==> src/hdl/assert_macros.svh <==
// Assertion helper macros for the calendar converter RTL.
// Included by files that carry concurrent checks; uses clk and rst_n of the includer.
`ifndef ASSERT_MACROS_SVH
`define ASSERT_MACROS_SVH

// Same-cycle implication, disabled while reset is asserted.
`define CDOY_ASSERT_IMP(lbl, ante, cons) \
  lbl: assert property (@(posedge clk) disable iff (!rst_n) (ante) |-> (cons)) \
    else $error("calendar converter check failed");

// Next-cycle implication, disabled while reset is asserted.
`define CDOY_ASSERT_NXT(lbl, ante, cons) \
  lbl: assert property (@(posedge clk) disable iff (!rst_n) (ante) |=> (cons)) \
    else $error("calendar converter check failed");

`endif

==> src/hdl/cdoy_pkg.sv <==
// Shared types, constants and month table for the calendar converter.
// No dependencies; used by cdoy_split, cdoy_calc and the top level.
package cdoy_pkg;

  // Field widths
  localparam int DATE_W = 27;
  localparam int YEAR_W = 14;
  localparam int DOY_W  = 9;

  // Decimal limits of an eight-digit date
  localparam logic [DATE_W-1:0] DATE_MIN = 27'd10000000;
  localparam logic [DATE_W-1:0] DATE_MAX = 27'd99999999;

  // Divide by 10000: q = (x * DIV10K_MUL) >> DIV10K_SHIFT, exact for any 27-bit x
  localparam logic [26:0] DIV10K_MUL   = 27'd109951163;
  localparam int          DIV10K_SHIFT = 40;
  localparam logic [13:0] TEN_THOUSAND = 14'd10000;

  // Divide by 100: q = (x * DIV100_MUL) >> DIV100_SHIFT, exact for any 14-bit x
  localparam logic [13:0] DIV100_MUL   = 14'd10486;
  localparam int          DIV100_SHIFT = 20;
  localparam logic [6:0]  HUNDRED      = 7'd100;

  localparam logic [6:0]       MONTH_FIRST = 7'd1;
  localparam logic [6:0]       MONTH_LAST  = 7'd12;
  localparam logic [DOY_W-1:0] YEAR_DAYS   = 9'd365;
  localparam logic [DOY_W-1:0] LEAP_DAYS   = 9'd366;

  // Word handed from the digit-split pipe to the calendar pipe
  typedef struct packed {
    logic              valid;
    logic              mode;
    logic              range_ok;
    logic [YEAR_W-1:0] year;
    logic [1:0]        yhund_lo;   // low bits of year / 100
    logic [6:0]        yrem;       // year % 100
    logic [6:0]        month;      // (date % 10000) / 100
    logic [13:0]       rem;        // date % 10000
    logic [DOY_W-1:0]  doy;
  } cdoy_split_t;

  // Days in months 1..k of a year (k = 0 gives 0)
  function automatic logic [8:0] cum_days(input logic [3:0] k, input logic leap);
    logic [8:0] base;
    case (k)
      4'd0:    base = 9'd0;
      4'd1:    base = 9'd31;
      4'd2:    base = 9'd59;
      4'd3:    base = 9'd90;
      4'd4:    base = 9'd120;
      4'd5:    base = 9'd151;
      4'd6:    base = 9'd181;
      4'd7:    base = 9'd212;
      4'd8:    base = 9'd243;
      4'd9:    base = 9'd273;
      4'd10:   base = 9'd304;
      4'd11:   base = 9'd334;
      default: base = 9'd365;
    endcase
    return base + 9'((leap && (k >= 4'd2)) ? 1 : 0);
  endfunction

endpackage

==> src/hdl/calendar_day_of_year_converter_top.sv <==
// Gregorian date converter: YYYYMMDD to day of year (mode 0), year and day to YYYYMMDD (mode 1).
// Each accepted word passes split stages 1 to 3 and calc stages 4 and 5 before the out_valid strobe, in both modes.
// Throughput: one word per cycle while busy is low; the five-stage multiply pipe never stalls.
// Reset (synchronous, rst_n low) empties the pipe; busy is registered, set by reset and cleared once rst_n is high.
// Depends on cdoy_pkg, cdoy_split, cdoy_calc and assert_macros.svh.
`include "assert_macros.svh"

module calendar_day_of_year_converter_top (
  input  logic        clk,
  input  logic        rst_n,
  input  logic        start,
  output logic        busy,
  input  logic        in_mode,
  input  logic [26:0] in_packed_date,
  input  logic [13:0] in_year,
  input  logic [8:0]  in_day_of_year,
  output logic        out_valid,
  output logic [8:0]  out_day_count,
  output logic [26:0] out_date,
  output logic        out_invalid
);
  import cdoy_pkg::*;

  logic        busy_r;
  logic        in_valid;
  cdoy_split_t split_w;

  // Hold off inputs through reset
  always_ff @(posedge clk) begin
    if (!rst_n) begin
      busy_r <= 1'b1;
    end else begin
      busy_r <= 1'b0;
    end
  end

  assign busy     = busy_r;
  assign in_valid = start && !busy_r;

  cdoy_split u_split (
    .clk            (clk),
    .rst_n          (rst_n),
    .in_valid       (in_valid),
    .in_mode        (in_mode),
    .in_packed_date (in_packed_date),
    .in_year        (in_year),
    .in_day_of_year (in_day_of_year),
    .split_o        (split_w)
  );

  cdoy_calc u_calc (
    .clk           (clk),
    .rst_n         (rst_n),
    .split_i       (split_w),
    .out_valid     (out_valid),
    .out_day_count (out_day_count),
    .out_date      (out_date),
    .out_invalid   (out_invalid)
  );

  // Checks
  `CDOY_ASSERT_IMP(a_latency, in_valid, ##5 out_valid)
  `CDOY_ASSERT_IMP(a_no_orphan, out_valid, $past(in_valid, 5))
  `CDOY_ASSERT_IMP(a_invalid_zero, out_valid && out_invalid, out_day_count == 9'd0 && out_date == 27'd0)
  `CDOY_ASSERT_IMP(a_one_mode, out_valid, out_day_count == 9'd0 || out_date == 27'd0)

endmodule

==> src/hdl/cdoy_split.sv <==
// Digit split pipe: three register stages that take the date apart by
// constant reciprocal multiplies (year, month digits, year % 100). Uses cdoy_pkg.
module cdoy_split (
  input  logic                        clk,
  input  logic                        rst_n,
  input  logic                        in_valid,
  input  logic                        in_mode,
  input  logic [26:0]                 in_packed_date,
  input  logic [13:0]                 in_year,
  input  logic [8:0]                  in_day_of_year,
  output cdoy_pkg::cdoy_split_t       split_o
);
  import cdoy_pkg::*;

  // Stage 1 registers
  logic              s1_valid_r, s1_mode_r, s1_range_ok_r;
  logic [DATE_W-1:0] s1_date_r;
  logic [YEAR_W-1:0] s1_year_r, s1_yq_r;
  logic [DOY_W-1:0]  s1_doy_r;
  // Stage 2 registers
  logic              s2_valid_r, s2_mode_r, s2_range_ok_r;
  logic [YEAR_W-1:0] s2_year_r;
  logic [DOY_W-1:0]  s2_doy_r;
  logic [13:0]       s2_rem_r;
  logic [7:0]        s2_yh_r;
  // Stage 3 register
  cdoy_split_t       s3_r, s3_nxt;

  logic [53:0]       prod_10k;
  logic [YEAR_W-1:0] s1_yq_nxt;
  logic [YEAR_W-1:0] year_sel;
  logic [27:0]       back_10k, prod_yh;
  logic [DATE_W-1:0] rem_full;
  logic [27:0]       prod_m;
  logic [13:0]       yh_x100, yrem_full, m_x100;

  // Stage 1: year digits of the packed date
  assign prod_10k  = 54'(in_packed_date) * 54'(DIV10K_MUL);
  assign s1_yq_nxt = prod_10k[DIV10K_SHIFT +: YEAR_W];

  // Stage 2: low four digits, and year / 100 for the leap rule
  assign year_sel = s1_mode_r ? s1_year_r : s1_yq_r;
  assign back_10k = 28'(s1_yq_r) * 28'(TEN_THOUSAND);
  assign rem_full = s1_date_r - back_10k[DATE_W-1:0];
  assign prod_yh  = 28'(year_sel) * 28'(DIV100_MUL);

  // Stage 3: month digits and year % 100
  assign prod_m    = 28'(s2_rem_r) * 28'(DIV100_MUL);
  assign yh_x100   = 14'(s2_yh_r) * 14'(HUNDRED);
  assign yrem_full = s2_year_r - yh_x100;
  assign m_x100    = '0;

  always_comb begin
    s3_nxt          = s3_r;
    s3_nxt.valid    = s2_valid_r;
    s3_nxt.mode     = s2_mode_r;
    s3_nxt.range_ok = s2_range_ok_r;
    s3_nxt.year     = s2_year_r;
    s3_nxt.yhund_lo = s2_yh_r[1:0];
    s3_nxt.yrem     = yrem_full[6:0] | m_x100[6:0];
    s3_nxt.month    = prod_m[DIV100_SHIFT +: 7];
    s3_nxt.rem      = s2_rem_r;
    s3_nxt.doy      = s2_doy_r;
  end

  always_ff @(posedge clk) begin
    if (!rst_n) begin
      s1_valid_r <= 1'b0;
      s2_valid_r <= 1'b0;
      s3_r.valid <= 1'b0;
    end else begin
      s1_valid_r <= in_valid;
      s2_valid_r <= s1_valid_r;
      s3_r.valid <= s3_nxt.valid;
    end
  end

  // Payload registers, no reset
  always_ff @(posedge clk) begin
    s1_mode_r      <= in_mode;
    s1_range_ok_r  <= (in_packed_date >= DATE_MIN) && (in_packed_date <= DATE_MAX);
    s1_date_r      <= in_packed_date;
    s1_year_r      <= in_year;
    s1_doy_r       <= in_day_of_year;
    s1_yq_r        <= s1_yq_nxt;
    s2_mode_r      <= s1_mode_r;
    s2_range_ok_r  <= s1_range_ok_r;
    s2_year_r      <= year_sel;
    s2_doy_r       <= s1_doy_r;
    s2_rem_r       <= rem_full[13:0];
    s2_yh_r        <= prod_yh[DIV100_SHIFT +: 8];
    s3_r.mode      <= s3_nxt.mode;
    s3_r.range_ok  <= s3_nxt.range_ok;
    s3_r.year      <= s3_nxt.year;
    s3_r.yhund_lo  <= s3_nxt.yhund_lo;
    s3_r.yrem      <= s3_nxt.yrem;
    s3_r.month     <= s3_nxt.month;
    s3_r.rem       <= s3_nxt.rem;
    s3_r.doy       <= s3_nxt.doy;
  end

  assign split_o = s3_r;

endmodule

==> src/hdl/cdoy_calc.sv <==
// Calendar pipe: two register stages with the leap rule, checks, month table
// lookups and the packed date assembly. Uses cdoy_pkg.
module cdoy_calc (
  input  logic                  clk,
  input  logic                  rst_n,
  input  cdoy_pkg::cdoy_split_t split_i,
  output logic                  out_valid,
  output logic [8:0]            out_day_count,
  output logic [26:0]           out_date,
  output logic                  out_invalid
);
  import cdoy_pkg::*;

  // Stage 4 registers
  logic              s4_valid_r, s4_mode_r, s4_invalid_r, s4_leap_r;
  logic [6:0]        s4_dd_r;
  logic [3:0]        s4_midx_r, s4_cnt_r;
  logic [DOY_W-1:0]  s4_doy_r;
  logic [DATE_W-1:0] s4_ymul_r;
  // Output registers
  logic              out_valid_r, out_invalid_r;
  logic [8:0]        out_day_count_r, out_day_count_nxt;
  logic [DATE_W-1:0] out_date_r, out_date_nxt;

  logic              leap, month_ok, bad_date, bad_doy;
  logic [13:0]       m_x100, dd_full;
  logic [DOY_W-1:0]  year_len;
  logic [3:0]        cnt;
  logic [27:0]       ymul;
  logic [3:0]        midx;
  logic [8:0]        day_full;
  logic [3:0]        mon;
  logic [DATE_W-1:0] mon_x100;

  // Stage 4: leap rule, checks, day digits, month search for mode 1
  assign leap     = ((split_i.year[1:0] == 2'd0) && (split_i.yrem != 7'd0)) ||
                    ((split_i.yrem == 7'd0) && (split_i.yhund_lo == 2'd0));
  assign month_ok = (split_i.month >= MONTH_FIRST) && (split_i.month <= MONTH_LAST);
  assign bad_date = !split_i.range_ok || !month_ok;
  assign year_len = leap ? LEAP_DAYS : YEAR_DAYS;
  assign bad_doy  = (split_i.doy == '0) || (split_i.doy > year_len);
  assign m_x100   = 14'(split_i.month) * 14'(HUNDRED);
  assign dd_full  = split_i.rem - m_x100;
  assign ymul     = 28'(split_i.year) * 28'(TEN_THOUSAND);
  assign midx     = split_i.month[3:0] - 4'd1;

  // Count month ends that lie before the ordinal day
  always_comb begin
    cnt = '0;
    for (int k = 1; k <= 11; k++) begin
      if (split_i.doy > cum_days(4'(k), leap)) cnt = cnt + 4'd1;
    end
  end

  always_ff @(posedge clk) begin
    if (!rst_n) begin
      s4_valid_r <= 1'b0;
    end else begin
      s4_valid_r <= split_i.valid;
    end
  end

  always_ff @(posedge clk) begin
    s4_mode_r    <= split_i.mode;
    s4_invalid_r <= split_i.mode ? bad_doy : bad_date;
    s4_leap_r    <= leap;
    s4_dd_r      <= dd_full[6:0];
    s4_midx_r    <= midx;
    s4_cnt_r     <= cnt;
    s4_doy_r     <= split_i.doy;
    s4_ymul_r    <= ymul[DATE_W-1:0];
  end

  // Stage 5: table add for mode 0, date assembly for mode 1
  assign day_full = s4_doy_r - cum_days(s4_cnt_r, s4_leap_r);
  assign mon      = s4_cnt_r + 4'd1;
  assign mon_x100 = 27'(mon) * 27'(HUNDRED);

  always_comb begin
    out_day_count_nxt = '0;
    out_date_nxt      = '0;
    if (!s4_invalid_r) begin
      if (s4_mode_r) begin
        out_date_nxt = s4_ymul_r + mon_x100 + 27'(day_full[4:0]);
      end else begin
        out_day_count_nxt = cum_days(s4_midx_r, s4_leap_r) + 9'(s4_dd_r);
      end
    end
  end

  always_ff @(posedge clk) begin
    if (!rst_n) begin
      out_valid_r <= 1'b0;
    end else begin
      out_valid_r <= s4_valid_r;
    end
  end

  always_ff @(posedge clk) begin
    out_invalid_r   <= s4_invalid_r;
    out_day_count_r <= out_day_count_nxt;
    out_date_r      <= out_date_nxt;
  end

  assign out_valid     = out_valid_r;
  assign out_invalid   = out_invalid_r;
  assign out_day_count = out_day_count_r;
  assign out_date      = out_date_r;

endmodule
==> config.mk <==
export PLATFORM = sky130hd
export DESIGN_NAME = calendar_day_of_year_converter_top
export DESIGN_NICKNAME = d
export VERILOG_FILES = /design/src/hdl/cdoy_pkg.sv /design/src/hdl/calendar_day_of_year_converter_top.sv /design/src/hdl/cdoy_split.sv /design/src/hdl/cdoy_calc.sv
export VERILOG_INCLUDE_DIRS = /design/src /design/src/hdl
export SDC_FILE = /design/constraint.sdc
export NUM_CORES = 2
export LEC_CHECK = 0
export ABC_CLOCK_PERIOD_IN_PS = 14500
export BUFFER_PORTS_ARGS = -buffer_cell sky130_fd_sc_hd__buf_2
export CAP_MARGIN = 20
export CORE_ASPECT_RATIO = 1.2
export CORE_UTILIZATION = 43
export CTS_CLUSTER_SIZE = 28
export DETAILED_ROUTE_END_ITERATION = 7
export PLACE_DENSITY = 0.69
export SYNTH_ARGS = -nofsm -noshare
export SYNTH_HDL_FRONTEND = slang
export SYNTH_SLANG_ARGS = --single-unit
==> constraint.sdc <==
create_clock -name clk -period 14.5 [get_ports clk]
set_clock_uncertainty 0.05 [all_clocks]
set_input_delay 2.175 -clock clk [delete_from_list [all_inputs] [get_ports clk]]
set_output_delay 2.175 -clock clk [all_outputs]
set_load 0.1 [all_outputs]
==> results.py <==
metrics = {
    "sta": {
        "tns_ns": 0,
        "fmax_mhz": 114,
        "relSlewSlack_pct": 43.0,
        "grt_setup_unrepaired": "false",
        "finalCriticalPeriod_ns": 8.76,
        "period_share_pct": 60.4,
        "hold_viol": 0,
        "slew_violations": 0,
        "tightest_slew_ns": 0.852,
        "setup_viol": 0,
    },
    "routing": {
        "routed_wl_microns": 73100,
        "drt_drc_violations_left": 0,
        "viasPerCell": 4.86,
        "firstDrtPassIters": 7,
        "dr.first_iter.drc_count": 809,
        "wl_per_cell_microns": 17.1,
        "ant_nets": 0,
        "vias": 20800,
    },
    "synth": {
        "synth_xor_area_share_pct": 4.25,
        "synth_seq_cells": 245,
        "synthFlopType": "dfxtp_1",
        "synth_compound_area_share_pct": 7.70,
        "async_flop_share_pct": 0,
        "synth_edf_count": 0,
        "synthCells": 3161,
        "ys_types": 90,
        "ys_seq_area_share_pct": 15.3,
        "synth_nets": 4356,
        "synth_fa_ha_area_share_pct": 56.0,
        "synth_area_per_cell_sq_um": 10.2,
        "synth_mux_area_share_pct": 0.694,
        "yosys.area_share.simple_pct": 4.96,
        "yosysWarnings": 0,
        "synthesis.area_sq_um": 32100,
        "synth_top_family_by_area": "adder cells",
    },
    "placed_design": {
        "io_buffers": 92,
        "place_congestion": 0.973,
        "place_inst": 4229,
        "dpl.hpwl_microns": 64100,
    },
    "clock_network": {
        "cts_sinks": 245,
        "postCtsResizedCells": 0,
        "cts_root_buf": "clkbuf_16",
        "clk_pin_slew_ns": 0.07,
        "ctsHoldBuffers": 0,
        "post_cts_buffers": 0,
        "cts_tree": "done",
        "htreeDepth": 1,
        "cts-buffers-inserted": 26,
        "clkLatencyLatePin_ns": 0.56,
        "cts_max_path_buffers": 3,
    },
    "floorplanning": {
        "core-area_sq_um": 73800,
        "fp.dieH_microns": 301,
        "ios": 93,
        "rows": 109,
        "start_util_pct": 43.5,
        "die_width_microns": 251,
        "die_area_sq_um": 75700,
    },
    "final_layout": {
        "final_common_cell": "inv_1",
        "layoutNonFillerInstCount": 4280,
        "area_growth_pct": 7.75,
        "drive_above_1_share_pct": 5.46,
        "final_cell_mix": "907 x inv_1, 648 x ha_1, 493 x fa_1, 245 x dfxtp_1, 96 x a21oi_1",
        "nets": 4455,
    },
    "global_route": {
        "grt_pass1_wl_microns": 118000,
        "grt_pass1_vias": 22400,
        "grtUsageTotal_pct": 20.1,
        "grt_antenna_before_repair": 2,
        "grt_max_degree": 24,
        "overflow": 0,
    },
    "run_status": {
        "status": "finished clean",
    },
    "worst_setup_path": {
        "worstPathArrival_ns": 9.14,
        "crit_type": "input port to flop",
        "cp-start-kind": "input port",
        "cp.required_ns": 14.88,
        "cp-end-kind": "flop",
        "cp_max_fo": 10,
    },
    "run": {
        "max_cap_violations": 0,
    },
    "min_path": {
        "hold_class": "flop to flop",
    },
}
final cells by class:
type,instances,area (sq um)
inverter,908,3410
antenna,2,5.00
timing repair buffer,96,487
clock buffer,32,713
tap,999,1250
sequential,245,4900
multi-input combinational,1983,23600
clock inverter,15,181
fill,6899,39200
worst max-delay path, stage by stage:
cell and delay, ns:
buf_2 0.27, inv_1 0.18, ha_1 0.46, fa_1 0.57, inv_1 0.05, fa_1 0.42
fa_1 0.54, inv_1 0.05, fa_1 0.47, inv_1 0.05, fa_1 0.52, inv_1 0.05
fa_1 0.47, ha_1 0.34, a21o_1 0.17, a21o_1 0.20, a21oi_1 0.15, o21ai_0 0.18
a211oi_1 0.28, o21ai_0 0.12, or2_2 0.29, o221ai_1 0.38, o211ai_1 0.19, a31oi_1 0.26
o21ai_0 0.13, xor2_1 0.15
metrics by stage:
stage	utilization, %	setup slack [ns]	area (sq um)	hold slack, ns
after floorplan	-	6.18	32100	0.260
after global placement	45.6	5.20	33700	0.261
after detailed placement	45.6	5.16	33700	0.262
after CTS	46.8	5.74	34600	0.268
after global routing	46.9	5.37	34600	0.279
final	46.9	5.74	34600	0.269
worst paths after layout:
check	slack, ns	to	startpoint	cells after the start
min reg2reg	0.27	u_split.s2_doy_r[1]	u_split.s1_doy_r[1]	0
min	0.27	u_split.s2_doy_r[1]	u_split.s1_doy_r[1]	0
max	5.74	u_split.s1_yq_r[12]	in_packed_date[8]	26
max reg2reg	6.28	flop	u_split.split_o[40]	37
synthesized netlist by cell type (all sizes together) (3+ instances only):
| master | n | area, sq um |
|---|---|---|
| a2111oi | 6 | 52.6 |
| a211o | 8 | 70.1 |
| a211oi | 12 | 115 |
| a21boi | 7 | 52.6 |
| a21o | 69 | 519 |
| a21oi | 97 | 489 |
| a31o | 5 | 43.8 |
| a31oi | 11 | 68.8 |
| a32o | 3 | 30.0 |
| and2 | 10 | 62.6 |
| and3 | 13 | 82.6 |
| buf | 10 | 82.6 |
| clkbuf | 15 | 67.6 |
| dfxtp | 245 | 4900 |
| fa | 493 | 9870 |
| ha | 648 | 8110 |
| inv | 908 | 3410 |
| mux2i | 20 | 200 |
| nand2 | 64 | 240 |
| nand2b | 10 | 62.6 |
| nand3 | 21 | 105 |
| nand3b | 5 | 37.5 |
| nand4 | 17 | 106 |
| nor2 | 84 | 315 |
| nor2b | 18 | 113 |
| nor3 | 29 | 150 |
| nor3b | 4 | 30.0 |
| nor4 | 8 | 65.1 |
| o211a | 4 | 40.0 |
| o211ai | 5 | 42.5 |
| o21a | 12 | 90.1 |
| o21ai | 55 | 279 |
| o21bai | 25 | 188 |
| o22ai | 3 | 18.8 |
| o31a | 6 | 53.8 |
| o31ai | 7 | 52.6 |
| o32a | 3 | 30.0 |
| o41ai | 3 | 26.3 |
| or2 | 8 | 50.1 |
| or3 | 13 | 81.3 |
| or4 | 4 | 30.0 |
| xnor2 | 97 | 895 |
| xor2 | 44 | 393 |
routing by layer:
metal	part of all wire, %	track usage [%]
met1	39	23.0
met2	53	38.1
met3	3.5	1.71
met4	4.6	8.68
met5	0	0
sequential cells by signal, summed over array words and instances (netlist names), 14 cells and up, named ones only:
register and cells:
u_split.split_o 47, u_calc.out_date 27, u_calc.s4_ymul_r 23, u_split.s1_date_r 14
u_split.s1_year_r 14, u_split.s1_yq_r 14, u_split.s2_rem_r 14, u_split.s2_year_r 14
logic make-up after synthesis:
kind of cell               Yosys count
DFF                                245
buffers and inverters              933
and+or+nand+nor                    315
AOI/OAI and AO/OA                  361
xor gates and xnor gates           144
adders and majority gates         1141
muxes                               22
Power is not shown: default switching activity piles up to over one toggle a cycle in this logic, so the estimate is an artifact.
